[src/wscfd_pkg.sv]
// Types and constants of the WebSocket client frame deframer
package wscfd_pkg;

	localparam logic [15:0] MAX_PAYLOAD_RST = 16'd512;

	localparam logic [6:0] LEN_EXT16 = 7'd126;
	localparam logic [6:0] LEN_EXT64 = 7'd127;
	localparam logic [15:0] MASK_KEY_BYTES = 16'd4;

	localparam int QDEPTH = 4;
	localparam int QPTR_W = $clog2(QDEPTH);
	localparam int QFILL_W = QPTR_W + 1;

	localparam logic KIND_PAYLOAD = 1'b0;
	localparam logic KIND_STATUS = 1'b1;

	typedef enum logic [1:0] {
		ST_OK = 2'd0,
		ST_INCOMPLETE = 2'd1,
		ST_UNSUPPORTED = 2'd2,
		ST_TOO_LARGE = 2'd3
	} status_t;

	typedef struct packed {
		logic [7:0] data_byte;
		logic end_of_buffer;
	} in_item_t;

	typedef struct packed {
		logic result_kind;
		logic [7:0] payload_byte;
		logic [3:0] frame_opcode;
		logic [15:0] frame_length;
		logic [1:0] frame_status;
		logic last_result;
	} out_item_t;

endpackage

[src/websocket_client_frame_deframer.sv]
// Top level: WebSocket client frame header parser and payload unmasker
// Takes one buffer byte per transfer and returns the unmasked payload bytes followed, on the
// byte flagged end_of_buffer, by one status result (opcode, length, ok / incomplete /
// 64-bit length / too large); the parser then starts over for the next buffer. Each byte is
// parsed in the cycle it is accepted and its results are registered into the result queue.
// The input takes one byte per cycle while the four-entry result queue has two free slots:
// a buffer's last byte that is also a payload byte gives two results and so takes up two
// queue slots, otherwise throughput is one byte per cycle. Results of a non-ok status
// carry length 0, and payload already sent for such a frame should be dropped downstream.
module websocket_client_frame_deframer (
	input logic clk,
	input logic arst_n,
	input logic cfg_write,
	input logic [15:0] cfg_data,
	input logic in_valid,
	output logic in_stall,
	input wscfd_pkg::in_item_t in_item,
	output logic out_valid,
	input logic out_stall,
	output wscfd_pkg::out_item_t out_item
);

	typedef enum logic [6:0] {
		PH_HDR0 = 7'b0000001,
		PH_HDR1 = 7'b0000010,
		PH_EXTHI = 7'b0000100,
		PH_EXTLO = 7'b0001000,
		PH_MASK = 7'b0010000,
		PH_PAY = 7'b0100000,
		PH_DONE = 7'b1000000
	} phase_t;

	phase_t phase_q, phase_n;
	logic [3:0] opcode_q, opcode_n;
	logic mask_on_q, mask_on_n;
	logic [15:0] length_q, length_n;
	logic [31:0] key_q, key_n;
	logic [15:0] count_q, count_n;
	wscfd_pkg::status_t error_q, error_n;
	logic [15:0] max_payload_q;

	wscfd_pkg::out_item_t queue_q [wscfd_pkg::QDEPTH];
	logic [wscfd_pkg::QPTR_W-1:0] wr_ptr_q, rd_ptr_q;
	logic [wscfd_pkg::QFILL_W-1:0] fill_q;

	logic accept, pop, len_known, pay_push;
	logic [7:0] key_byte;
	logic [1:0] push_cnt;
	wscfd_pkg::out_item_t pay_res, stat_res, entry0;

	assign accept = in_valid && !in_stall;
	assign pop = out_valid && !out_stall;
	assign in_stall = fill_q > wscfd_pkg::QFILL_W'(wscfd_pkg::QDEPTH - 2);
	assign out_valid = fill_q != '0;
	assign out_item = queue_q[rd_ptr_q];

	always_comb begin
		unique case (count_q[1:0])
			2'd0: key_byte = key_q[31:24];
			2'd1: key_byte = key_q[23:16];
			2'd2: key_byte = key_q[15:8];
			2'd3: key_byte = key_q[7:0];
			default: key_byte = '0;
		endcase
	end

	always_comb begin
		phase_n = phase_q;
		opcode_n = opcode_q;
		mask_on_n = mask_on_q;
		length_n = length_q;
		key_n = key_q;
		count_n = count_q;
		error_n = error_q;
		len_known = 1'b0;
		pay_push = 1'b0;
		unique case (phase_q)
			PH_HDR0: begin
				opcode_n = in_item.data_byte[3:0];
				phase_n = PH_HDR1;
			end
			PH_HDR1: begin
				mask_on_n = in_item.data_byte[7];
				key_n = '0;
				if (in_item.data_byte[6:0] == wscfd_pkg::LEN_EXT64) begin
					error_n = wscfd_pkg::ST_UNSUPPORTED;
					phase_n = PH_DONE;
				end else if (in_item.data_byte[6:0] == wscfd_pkg::LEN_EXT16) begin
					phase_n = PH_EXTHI;
				end else begin
					length_n = {9'd0, in_item.data_byte[6:0]};
					len_known = 1'b1;
				end
			end
			PH_EXTHI: begin
				length_n = {in_item.data_byte, 8'h00};
				phase_n = PH_EXTLO;
			end
			PH_EXTLO: begin
				length_n = {length_q[15:8], in_item.data_byte};
				len_known = 1'b1;
			end
			PH_MASK: begin
				key_n = {key_q[23:0], in_item.data_byte};
				count_n = count_q + 16'd1;
				if (count_n >= wscfd_pkg::MASK_KEY_BYTES) begin
					count_n = '0;
					phase_n = (length_q == '0) ? PH_DONE : PH_PAY;
				end
			end
			PH_PAY: begin
				count_n = count_q + 16'd1;
				pay_push = 1'b1;
				if (count_n >= length_q) begin
					phase_n = PH_DONE;
				end
			end
			PH_DONE: begin
				phase_n = PH_DONE;
			end
			default: begin
				phase_n = PH_DONE;
			end
		endcase

		if (len_known) begin
			count_n = '0;
			if (length_n > max_payload_q) begin
				error_n = wscfd_pkg::ST_TOO_LARGE;
				phase_n = PH_DONE;
			end else if (mask_on_n) begin
				phase_n = PH_MASK;
			end else if (length_n == '0) begin
				phase_n = PH_DONE;
			end else begin
				phase_n = PH_PAY;
			end
		end
	end

	always_comb begin
		pay_res = '0;
		pay_res.result_kind = wscfd_pkg::KIND_PAYLOAD;
		pay_res.payload_byte = in_item.data_byte ^ key_byte;

		stat_res = '0;
		stat_res.result_kind = wscfd_pkg::KIND_STATUS;
		stat_res.last_result = 1'b1;
		stat_res.frame_opcode = (phase_n == PH_HDR1) ? 4'd0 : opcode_n;
		if (error_n != wscfd_pkg::ST_OK) begin
			stat_res.frame_status = error_n;
		end else if (phase_n == PH_DONE) begin
			stat_res.frame_status = wscfd_pkg::ST_OK;
			stat_res.frame_length = length_n;
		end else begin
			stat_res.frame_status = wscfd_pkg::ST_INCOMPLETE;
		end

		entry0 = pay_push ? pay_res : stat_res;
		push_cnt = accept ? ({1'b0, pay_push} + {1'b0, in_item.end_of_buffer}) : 2'd0;
	end

	always_ff @(posedge clk or negedge arst_n) begin
		if (!arst_n) begin
			max_payload_q <= wscfd_pkg::MAX_PAYLOAD_RST;
		end else if (cfg_write) begin
			max_payload_q <= cfg_data;
		end
	end

	always_ff @(posedge clk or negedge arst_n) begin
		if (!arst_n) begin
			phase_q <= PH_HDR0;
			opcode_q <= '0;
			mask_on_q <= 1'b0;
			length_q <= '0;
			key_q <= '0;
			count_q <= '0;
			error_q <= wscfd_pkg::ST_OK;
		end else if (accept) begin
			if (in_item.end_of_buffer) begin
				phase_q <= PH_HDR0;
				opcode_q <= '0;
				mask_on_q <= 1'b0;
				length_q <= '0;
				key_q <= '0;
				count_q <= '0;
				error_q <= wscfd_pkg::ST_OK;
			end else begin
				phase_q <= phase_n;
				opcode_q <= opcode_n;
				mask_on_q <= mask_on_n;
				length_q <= length_n;
				key_q <= key_n;
				count_q <= count_n;
				error_q <= error_n;
			end
		end
	end

	always_ff @(posedge clk) begin
		if (push_cnt != 2'd0) begin
			queue_q[wr_ptr_q] <= entry0;
		end
		if (push_cnt == 2'd2) begin
			queue_q[wr_ptr_q + wscfd_pkg::QPTR_W'(1)] <= stat_res;
		end
	end

	always_ff @(posedge clk or negedge arst_n) begin
		if (!arst_n) begin
			wr_ptr_q <= '0;
			rd_ptr_q <= '0;
			fill_q <= '0;
		end else begin
			wr_ptr_q <= wr_ptr_q + wscfd_pkg::QPTR_W'(push_cnt);
			if (pop) begin
				rd_ptr_q <= rd_ptr_q + wscfd_pkg::QPTR_W'(1);
			end
			fill_q <= fill_q + wscfd_pkg::QFILL_W'(push_cnt) - wscfd_pkg::QFILL_W'(pop);
		end
	end

endmodule

[config.mk]
export PLATFORM = sky130hd
export DESIGN_NAME = websocket_client_frame_deframer
export DESIGN_NICKNAME = d
export VERILOG_FILES = /design/src/wscfd_pkg.sv /design/src/websocket_client_frame_deframer.sv
export SDC_FILE = /design/constraint.sdc
export NUM_CORES = 1
export LEC_CHECK = 0
export BUFFER_PORTS_ARGS = -buffer_cell sky130_fd_sc_hd__clkbuf_2
export CORE_ASPECT_RATIO = 0.9
export CORE_MARGIN = 4
export CORE_UTILIZATION = 55
export CTS_CLUSTER_DIAMETER = 200
export CTS_CLUSTER_SIZE = 25
export DETAILED_ROUTE_END_ITERATION = 16
export GPL_TIMING_DRIVEN = 0
export HOLD_SLACK_MARGIN = 0.03
export PLACE_DENSITY = 0.81
export SYNTH_ARGS = -nofsm -noshare
export SYNTH_HDL_FRONTEND = slang
export SYNTH_SLANG_ARGS = --single-unit
[constraint.sdc]
create_clock -name clk -period 9.5 [get_ports clk]
set_input_delay 1.425 -clock clk [delete_from_list [all_inputs] [get_ports clk]]
set_output_delay 1.425 -clock clk [all_outputs]
set_load 0.05 [all_outputs]
==> results of run 1 <==
==> placed cells by master (no fill, tap or decap), types with 7 or more instances in the layout <==
cell type  instances
nand2_1          172
dfrtp_1           99
o21ai_0           93
edfxtp_1          88
inv_1             69
clkbuf_1          66
nor4_1            63
clkbuf_2          56
nor2_1            51
ha_1              41
a22o_1            36
dfxtp_1           36
mux4_2            31
xnor2_1           22
o22ai_1           19
nand2b_1          18
a21oi_1           16
nor3_1            14
clkbuf_16         13
buf_2             10
a22oi_1            9
nand4_1            8
nand3_1            8
xor2_1             8
a21o_1             8
a222oi_1           8
o31ai_1            7
==> kinds of logic after synthesis <==
kind of cell / count (synthesis) / synth area share [%]
AND/OR/NAND/NOR: 384 / 16.3
AO/OA/AOI/OAI: 242 / 14.3
adder cells (fa/ha/maj): 42 / 4.60
multiplexers: 34 / 6.30
flip-flops: 225 / 50.8
buffers and inverters: 152 / 5.46
XOR/XNOR: 30 / 2.27
==> sequential cells by signal, summed over array words and instances, names as in the netlist, 3 cells and up <==
register,count
queue_q,124
fill_q,3
key_q,32
count_q,16
opcode_q,4
max_payload_q,16
phase_q,7
length_q,16
==> path summary, 6_finish.rpt <==
path / end / start / slack [ns]
setup / recovery: queue_q[0][16] / in_item[5] / 3.24
hold / removal: queue_q[1][0] / queue_q[1][0] / 0.47
setup reg to reg: queue_q[0][16] / phase_q[4] / 3.57
hold reg to reg: queue_q[1][0] / queue_q[1][0] / 0.47
max in group asynchronous: count_q[1] / arst_n / 7.87
min in group asynchronous: max_payload_q[1] / arst_n / 1.02
==> final cells by class <==
| type | instances | area share (%) |
|---|---|---|
| Buffer | 82 | 2.94 |
| Clock buffer | 20 | 2.79 |
| Inverter | 70 | 2.08 |
| Multi-Input combinational cell | 732 | 40.3 |
| Sequential cell | 225 | 46.7 |
| Tap cell | 286 | 2.84 |
| Timing Repair Buffer | 57 | 2.35 |
==> stage by stage <==
step           utilization (%)  instance area, sq um
3_5_place_dp              59.0                 12300
5_1_grt                   60.7                 12600
3_3_place_gp              58.9                 12200
6_report                  60.7                 12600
2_1_floorplan                -                 11600
4_1_cts                   60.7                 12600
==> routing by layer <==
metal  track usage [%]  part of all wire, %  up-vias
met1              35.0                   41     4426
met3              4.19                  9.3       57
met4              5.03                  2.1        0
li1                  -                    -     4194
met5                 0                    0        -
met2              41.1                   48      485
==> worst register-to-register path, delay by kind of cell, from the launching register on <==
family | cells | cell delay [ns]
AO/OA/AOI/OAI | 4 | 1.86
buffers and inverters | 3 | 0.61
adder cells (fa/ha/maj) | 1 | 0.33
AND/OR/NAND/NOR | 7 | 2.54
flip-flops | 1 | 0.37
==> power groups by stage <==
stage                     clock network, mW  logic [mW]  registers, mW
after floorplan                           0        1.32           1.24
after global placement                    0        1.72           1.27
after detailed placement                  0        1.77           1.28
after CTS                             0.563        1.77           1.26
after global routing                  0.602        1.92           1.28
final                                 0.559        1.80           1.26
==> impl_metrics.ini, run 1 <==
[run_status]
status = completed

[floorplan]
io_pins = 64
rows = 50
fp.dieArea_sq_mm = 0.0235
start_util_pct = 55.8
fp.coreArea_sq_mm = 0.0208
dieHeight_microns = 146
die_width_microns = 161

[cts]
cts_sinks = 225
clock-root-buffer = clkbuf_16
cts_resized = 0
cts_tree = done
h-tree-depth = 1
hold_buffers = 0
cts.clk_slew.worst_paths_ns = 0.10
clk_latency_ns = 0.48
cts_buffers = 12
cts_buffer_depth = 3
post_cts_buffers = 0

[power_and_ir_drop]
vdd_ir_drop_max_v = 0.000170
p_clk_share_pct = 15.5
switching_share_pct = 45.0
pwr-share-seq_pct = 34.8
power.internal_mw = 1.99
pwr_density_cell_mw_per_mm2 = 287
power_mw = 3.62
p_sw_mw = 1.63
leakage_nw = 5.05
power_frac_comb_pct = 49.7

[grt]
grt_overflow = 0
grt_antenna_before_repair = 0
grt_max_degree = 102
grt_usage_pct = 24.8
first_global_vias = 8834
grt_pass1_wl_microns = 47400

[critical_path]
worst-path-max-fanout = 10
crit_type = in2reg
r2r_cells = 15
cp_cell_sequence = clkbuf_1 > nand2_1 > or3_1 > a21o_1 > buf_2 > a22o_1 > o21ai_0 > inv_1 > ha_1 > and3_1 > o21a_1 > a2111oi_0 > o31a_1 > nor3b_1 > nor2_1 > nand2_1 > buf_2 > nor4_1
critPathLaunchType = input port
cp_top_family = simple AND/OR/NAND/NOR gates
cp_slowest_cell = clkbuf_1
critical_path_depth = 18
cp_slowest_stage_delay_ns = 0.48
path_buf_inv = 4
crit_required_ns = 9.76
critical_path_arrival_ns = 6.52
worstSetupEndpointType = register

[sta]
skew_ns = 0.0130
period_needed_ns = 6.26
max_freq_ghz = 0.160
hold_slack_ns = 0.474
setup_ws_ns = 3.24
worstMarginPinSlew_ns = 1.26
drv_slew = 0
hold_viol_final = 0
fin_crit_sh_pct = 65.9
finalSetupViolations = 0
setup_tns_ns = 0
rsz0062_at_grt = no
relSlewSlack_pct = 15.4

[placed_design]
routabilityCongestion = 0.918
dpl_worst_slack_ns = 2.92
dpl.hpwl_microns = 20800
dp_cells = 1451
port_buffers = 56

[finish]
fillers = 1697
drive_above_1_share_pct = 11.9
area_delta_synth_final_pct = 8.73
stdcell_count = 1472
diodes = 0
multiInputGateArea_sq_mm = 0.00508
seq_area_sq_mm = 0.00589
fin_nets = 1252

[routing]
ant_nets = 0
vias_per_cell = 6.22
routed_wl_microns = 29600
wl_per_cell_microns = 20.1
first_pass_iters = 5
drc = 0
drt_iter0_markers = 952
via_count = 9162

[synthesis]
ys_top_cells_by_count = nand2_1 (172), dfrtp_1 (99), o21ai_0 (93)
syn_nets = 1181
yosysMostFrequentCell = nand2_1
ys_warn_count = 0
synth.top_cell.area_share_pct = 22.8
syn_inst = 1109
synth.area.top_cells = edfxtp_1 (23%), dfrtp_1 (21%), dfxtp_1 (6.2%)
yosys.area.top_type = edfxtp_1
ys_ff_latch = 225
avgSynthCellArea_sq_um = 10.5
synth_flop_cell = dfrtp_1
ys_seq_area_share_pct = 50.8
async_reset_ff_share_pct = 44.9
synth_cell_types = 76
syn_area_sq_mm = 0.0116
synth-edff-count = 88

[job]
maxCapViolations = 0

[worst_hold_path]
min_path_type = reg2reg
holdPathStages = 2
(Power assumes the default switching activity.)
==> inputs of run 2 (changes only) <==
--- a/config.mk
+++ b/config.mk
@@ -14,7 +14,7 @@
 export DETAILED_ROUTE_END_ITERATION = 16
 export GPL_TIMING_DRIVEN = 0
 export HOLD_SLACK_MARGIN = 0.03
-export PLACE_DENSITY = 0.81
+export PLACE_DENSITY = 0.84
 export SYNTH_ARGS = -nofsm -noshare
 export SYNTH_HDL_FRONTEND = slang
 export SYNTH_SLANG_ARGS = --single-unit
==> constraint.sdc (replaced) <==
create_clock -name clk -period 5.1 [get_ports clk]
set_input_delay 0.765 -clock clk [delete_from_list [all_inputs] [get_ports clk]]
set_output_delay 0.765 -clock clk [all_outputs]
set_load 0.05 [all_outputs]
==> impl_metrics.ini, run 2 (synthesized netlist as in run 1, its figures left out) <==
[finish]
multiInputGateArea_sq_mm = 0.00522
post-route-util_pct = 62.0
fin_nets = 1265
biggestRegsByFlops = queue_q (124), key_q (32)
largest-register = queue_q
stdcell_area_sq_mm = 0.0129
layout_commonest_cell = nand2_1
seq_area_sq_mm = 0.00589
largest_reg_flops = 124
drive_above_1_share_pct = 15.3
area_delta_synth_final_pct = 11.0
fillers = 1648
layout_common_cells = nand2_1 (171), dfrtp_1 (99), o21ai_0 (91), edfxtp_1 (88), inv_1 (67)
diodes = 0

[critical_path]
r2r_start = phase_q[6]
critical_path_arrival_ns = 5.16
critPathLaunchType = register
worstSetupEndpointType = register
r2r_slack_ns = 0.13
worst-path-max-fanout = 10
r2r_cells = 19
cp_slowest_cell = or4_1
cp_slowest_stage_delay_ns = 0.55
crit_required_ns = 5.29
r2r-end = queue_q[1][10]
cp_cell_sequence = or4_1 > buf_2 > nor3_2 > buf_6 > a21oi_4 > a22oi_2 > buf_4 > inv_1 > ha_1 > and3_1 > a221o_1 > a221oi_1 > o31a_1 > o21ai_4 > a41oi_2 > or2_1 > buf_6 > buf_4 > nor4_1
crit_type = reg2reg

[floorplan]
fp.dieArea_sq_mm = 0.0235
die_width_microns = 161
fp.coreArea_sq_mm = 0.0208
dieHeight_microns = 146
start_util_pct = 55.8
io_pins = 64
rows = 50

[sta]
fin_crit_sh_pct = 97.5
drv_slew = 0
finalSetupViolations = 0
skew_ns = 0.0221
hold_viol_final = 0
worstMarginPinSlew_ns = 1.20
relSlewSlack_pct = 19.4
max_freq_ghz = 0.201
period_needed_ns = 4.97

[cts]
h-tree-depth = 1
cts_sinks = 225
cts_buffer_depth = 3
clk_latency_ns = 0.49
cts_buffers = 12
hold_buffers = 0
clock-root-buffer = clkbuf_16
cts_tree = done
cts.clk_slew.worst_paths_ns = 0.10

[grt]
grt_pass1_wl_microns = 48700
top_usage_layer = met2
grt_util_met1_pct = 35.2
grt_usage_pct = 25.4
grt.met3_usage_pct = 5.69
first_global_vias = 9114
grt_overflow = 0
use_met2_pct = 41.1
grt_max_degree = 102
grt_antenna_before_repair = 0

[placed_design]
placedInstanceArea_sq_mm = 0.0123
port_buffers = 56
routabilityCongestion = 0.957
dpl.hpwl_microns = 21300

[power_and_ir_drop]
pwr_density_cell_mw_per_mm2 = 536
p_sw_mw = 3.13
switching_share_pct = 45.4
power.internal_mw = 3.77
pwr-share-seq_pct = 34.3
p_clk_share_pct = 15.2
vdd_ir_drop_max_v = 0.000258
leakage_nw = 5.13
power_frac_comb_pct = 50.5

[routing]
drc = 0
first_pass_iters = 6
wl_per_cell_microns = 20.6
ant_nets = 0
drt_iter0_markers = 942
routed_wl_microns = 30500
via_count = 9370
vias_per_cell = 6.31

[job]
maxCapViolations = 0

[run_status]
status = completed

[worst_hold_path]
min_path_type = in2async
[run 2: cell types whose count changed in the layout (fill, tap and decap cells not counted), moves of 5 or more]
cell,change
nor4_1,-7
nor4_2,+6
a22oi_1,-5
buf_4,+13
clkbuf_1,-6
a22oi_2,+5
clkbuf_2,+5
[run 2: area by class of cell]
| cell class | instances | area share, % |
|---|---|---|
| clock buffer | 20 | 2.73 |
| multi-input combinational | 732 | 40.6 |
| buffer | 81 | 2.94 |
| tap | 286 | 2.78 |
| timing repair inverter | 2 | 0.0778 |
| timing repair buffer | 69 | 3.00 |
| sequential | 225 | 45.8 |
| inverter | 70 | 2.10 |
[run 2: how the worst max path moves through the flow]
stage,from,end,depth (start not counted)
6_report,phase_q[6],queue_q[1][10],19
5_1_grt,phase_q[2],queue_q[3][8],13
4_1_cts,phase_q[4],queue_q[1][17],20
3_5_place_dp,in_item[5],queue_q[1][17],18
3_3_place_gp,in_item[5],queue_q[0][8],18
2_1_floorplan,in_item[5],queue_q[2][7],18
[run 2: layer usage]
layer,vias to the layer above,part of all wire (%)
met2,534,47
met1,4549,40
met3,68,10
met5,-,0
li1,4219,-
met4,0,2.3
[run 2: critical path, delay by kind of cell (launching register included)]
family	cells	cell delay, ns
buffers and inverters	6	1.04
AND/OR/NAND/NOR	5	1.23
flip-flops	1	0.51
adder cells (fa/ha/maj)	1	0.28
AO/OA/AOI/OAI	7	1.61
[run 2: timing repair]
| action | 4_1_cts | 5_1_grt |
|---|---|---|
| pin swaps | 3 | 6 |
| buffers inserted | 3 | 9 |
| gates resized for setup | 21 | 17 |
| cloned | 0 | 2 |
| setup endpoints to repair | 70 | 76 |
[run 2: per-stage QoR]
stage	hold WS [ns]	setup WS, ns	power (mW)	std cells	setup TNS, ns
after floorplan	0.442	0.454	4.78	1109	0
after global routing	0.421	-0.0506	7.24	1485	-0.162
after CTS	0.420	0.00873	6.75	1475	0
after detailed placement	0.459	-0.973	5.67	1452	-61.03
final	0.362	0.126	6.89	1485	0
after global placement	0.453	-0.858	5.57	1451	-52.56
[run 2: power groups by stage]
stage / Sequential, mW / Clock [mW] / Combinational, mW
2_1_floorplan: 2.32 / 0 / 2.46
3_3_place_gp: 2.36 / 0 / 3.21
3_5_place_dp: 2.38 / 0 / 3.29
4_1_cts: 2.35 / 1.06 / 3.34
5_1_grt: 2.39 / 1.13 / 3.72
6_report: 2.37 / 1.05 / 3.48
==> inputs of run 3 (changes only) <==
--- a/config.mk
+++ b/config.mk
@@ -7,7 +7,7 @@
 export LEC_CHECK = 0
 export BUFFER_PORTS_ARGS = -buffer_cell sky130_fd_sc_hd__clkbuf_2
 export CORE_ASPECT_RATIO = 0.9
-export CORE_MARGIN = 4
+export CORE_MARGIN = 2
 export CORE_UTILIZATION = 55
 export CTS_CLUSTER_DIAMETER = 200
 export CTS_CLUSTER_SIZE = 25
==> impl_metrics.ini, run 3 (synthesized netlist as in run 1, its figures left out) <==
[floorplan]
dieHeight_microns = 142
io_pins = 64
rows = 50
fp.coreArea_sq_mm = 0.0208
fp.dieArea_sq_mm = 0.0223
start_util_pct = 55.8
die_width_microns = 157

[finish]
area_delta_synth_final_pct = 11.3
drive_above_1_share_pct = 15.7
largest-register = queue_q
fillers = 1635
fin_nets = 1273
largest_reg_flops = 124
diodes = 0
stdcell_count = 1493
biggestRegsByFlops = queue_q (124), key_q (32)
layout_common_cells = nand2_1 (171), dfrtp_1 (98), o21ai_0 (91), edfxtp_1 (88), inv_1 (67)
layout_commonest_cell = nand2_1

[critical_path]
worstSetupEndpointType = register
critical_path_arrival_ns = 5.19
crit_type = in2reg
cp_cell_sequence = clkbuf_1 > nand2_1 > or3_1 > a21o_1 > buf_2 > a21oi_2 > inv_1 > ha_1 > nor2b_1 > o21a_1 > a2111oi_0 > o31a_1 > o21ai_2 > a41oi_1 > or2_1 > buf_6 > clkbuf_4 > nor4_1
worst-path-max-fanout = 10
crit_required_ns = 5.29
critPathLaunchType = input port
cp_top_family = compound AO/OA/AOI/OAI gates
cp_slowest_stage_delay_ns = 0.47
path_buf_inv = 5
cp_slowest_cell = a21oi_2

[grt]
grt_pass1_wl_microns = 47100
grt_usage_pct = 26.7
grt_overflow = 0
grt_max_degree = 102
first_global_vias = 8873
grt_antenna_before_repair = 0

[routing]
drt_iter0_markers = 1177
vias_per_cell = 6.31
routed_wl_microns = 30300
wl_per_cell_microns = 20.3
via_count = 9417
ant_nets = 0
drc = 0
first_pass_iters = 5

[cts]
h-tree-depth = 1
cts_sinks = 225
clk_latency_ns = 0.49
cts_buffers = 12
clock-root-buffer = clkbuf_16
cts.clk_slew.worst_paths_ns = 0.10
cts_tree = done
cts_buffer_depth = 3

[placed_design]
routabilityCongestion = 0.950
dp_cells = 1451
port_buffers = 56
dpl.hpwl_microns = 20900

[sta]
setup_tns_ns = 0
hold_viol_final = 0
drv_slew = 0
worstMarginPinSlew_ns = 1.20
skew_ns = 0.0314
max_freq_ghz = 0.200
fin_crit_sh_pct = 97.9
relSlewSlack_pct = 19.1
period_needed_ns = 4.99
finalSetupViolations = 0

[power_and_ir_drop]
pwr_density_cell_mw_per_mm2 = 535
pwr-share-seq_pct = 34.1
power.internal_mw = 3.77
power_mw = 6.90
p_sw_mw = 3.13
power_frac_comb_pct = 50.6
vdd_ir_drop_max_v = 0.000358
leakage_nw = 5.16
p_clk_share_pct = 15.3
switching_share_pct = 45.4

[worst_hold_path]
min_path_type = in2async

[job]
maxCapViolations = 0

[run_status]
status = completed
## run 3: metal layers
metal / vias to the layer above / global-route usage [%] / part of all wire (%)
li1: 4228 / - / -
met1: 4576 / 36.7 / 41
met2: 531 / 43.5 / 47
met3: 82 / 6.08 / 9.4
met4: 0 / 6.46 / 2.1
met5: - / 0 / 0
## run 3: cell type report
| type | count | area [sq um] | area share, % |
|---|---|---|---|
| flip-flops and latches | 225 | 5890 | 45.7 |
| repair buffers | 77 | 447 | 3.46 |
| plain buffers | 81 | 375 | 2.91 |
| well taps | 286 | 358 | 2.77 |
| clock buffers | 20 | 352 | 2.72 |
| multi-input cells | 732 | 5200 | 40.3 |
| repair inverters | 2 | 10.0 | 0.0775 |
| inverters | 70 | 270 | 2.09 |
## run 3: worst paths after layout
| check | startpoint | endpoint | slack [ns] | depth (start not counted) |
|---|---|---|---|---|
| max in group asynchronous | arst_n | phase_q[5] | 4.09 | 1 |
| min in group clk | queue_q[3][0] | queue_q[3][0] | 0.48 | 2 |
| setup reg to reg | phase_q[6] | queue_q[1][12] | 0.16 | 16 |
| setup / recovery | in_item[6] | queue_q[1][12] | 0.11 | 18 |
| hold / removal | arst_n | max_payload_q[2] | 0.35 | 1 |
| hold reg to reg | queue_q[3][0] | queue_q[3][0] | 0.48 | 2 |
## run 3: per-stage QoR
step / setup WS [ns] / hold WS [ns] / instance area, sq um / util [%]
2_1_floorplan: 0.454 / 0.442 / 11600 / -
3_3_place_gp: -0.786 / 0.452 / 12200 / 58.9
4_1_cts: 0.00777 / 0.412 / 12700 / 61.0
5_1_grt: -0.0256 / 0.430 / 12900 / 62.1
6_report: 0.109 / 0.346 / 12900 / 62.1
3_5_place_dp: -0.868 / 0.460 / 12300 / 59.0
## run 3: timing repair
item / 4_1_cts / 5_1_grt
setup buffers: 2 / 19
hold buffers: 0 / 0
pin swaps: 1 / 6
endpoints found under the setup margin: 68 / 76
cloned: 0 / 2
resized for setup: 15 / 19
## run 3: worst register-to-register path, stage by stage (launching register included)
cell and delay [ns]:
dfrtp_1 0.48, nor4_2 0.66, nand2_1 0.34, o21ai_0 0.29, nor2_1 0.06, a21oi_1 0.74
inv_1 0.11, ha_1 0.22, a21o_1 0.17, a221oi_2 0.26, o31a_1 0.31, o21ai_2 0.11
a41oi_1 0.23, or2_1 0.18, buf_6 0.16, clkbuf_4 0.27, nor4_1 0.09
## run 3: power by group through the flow
stage | clock, mW | sequential, mW | combinational [mW]
after floorplan | 0 | 2.32 | 2.46
after global placement | 0 | 2.36 | 3.20
after detailed placement | 0 | 2.37 | 3.29
after CTS | 1.06 | 2.34 | 3.33
after global routing | 1.12 | 2.37 | 3.71
final | 1.06 | 2.35 | 3.49
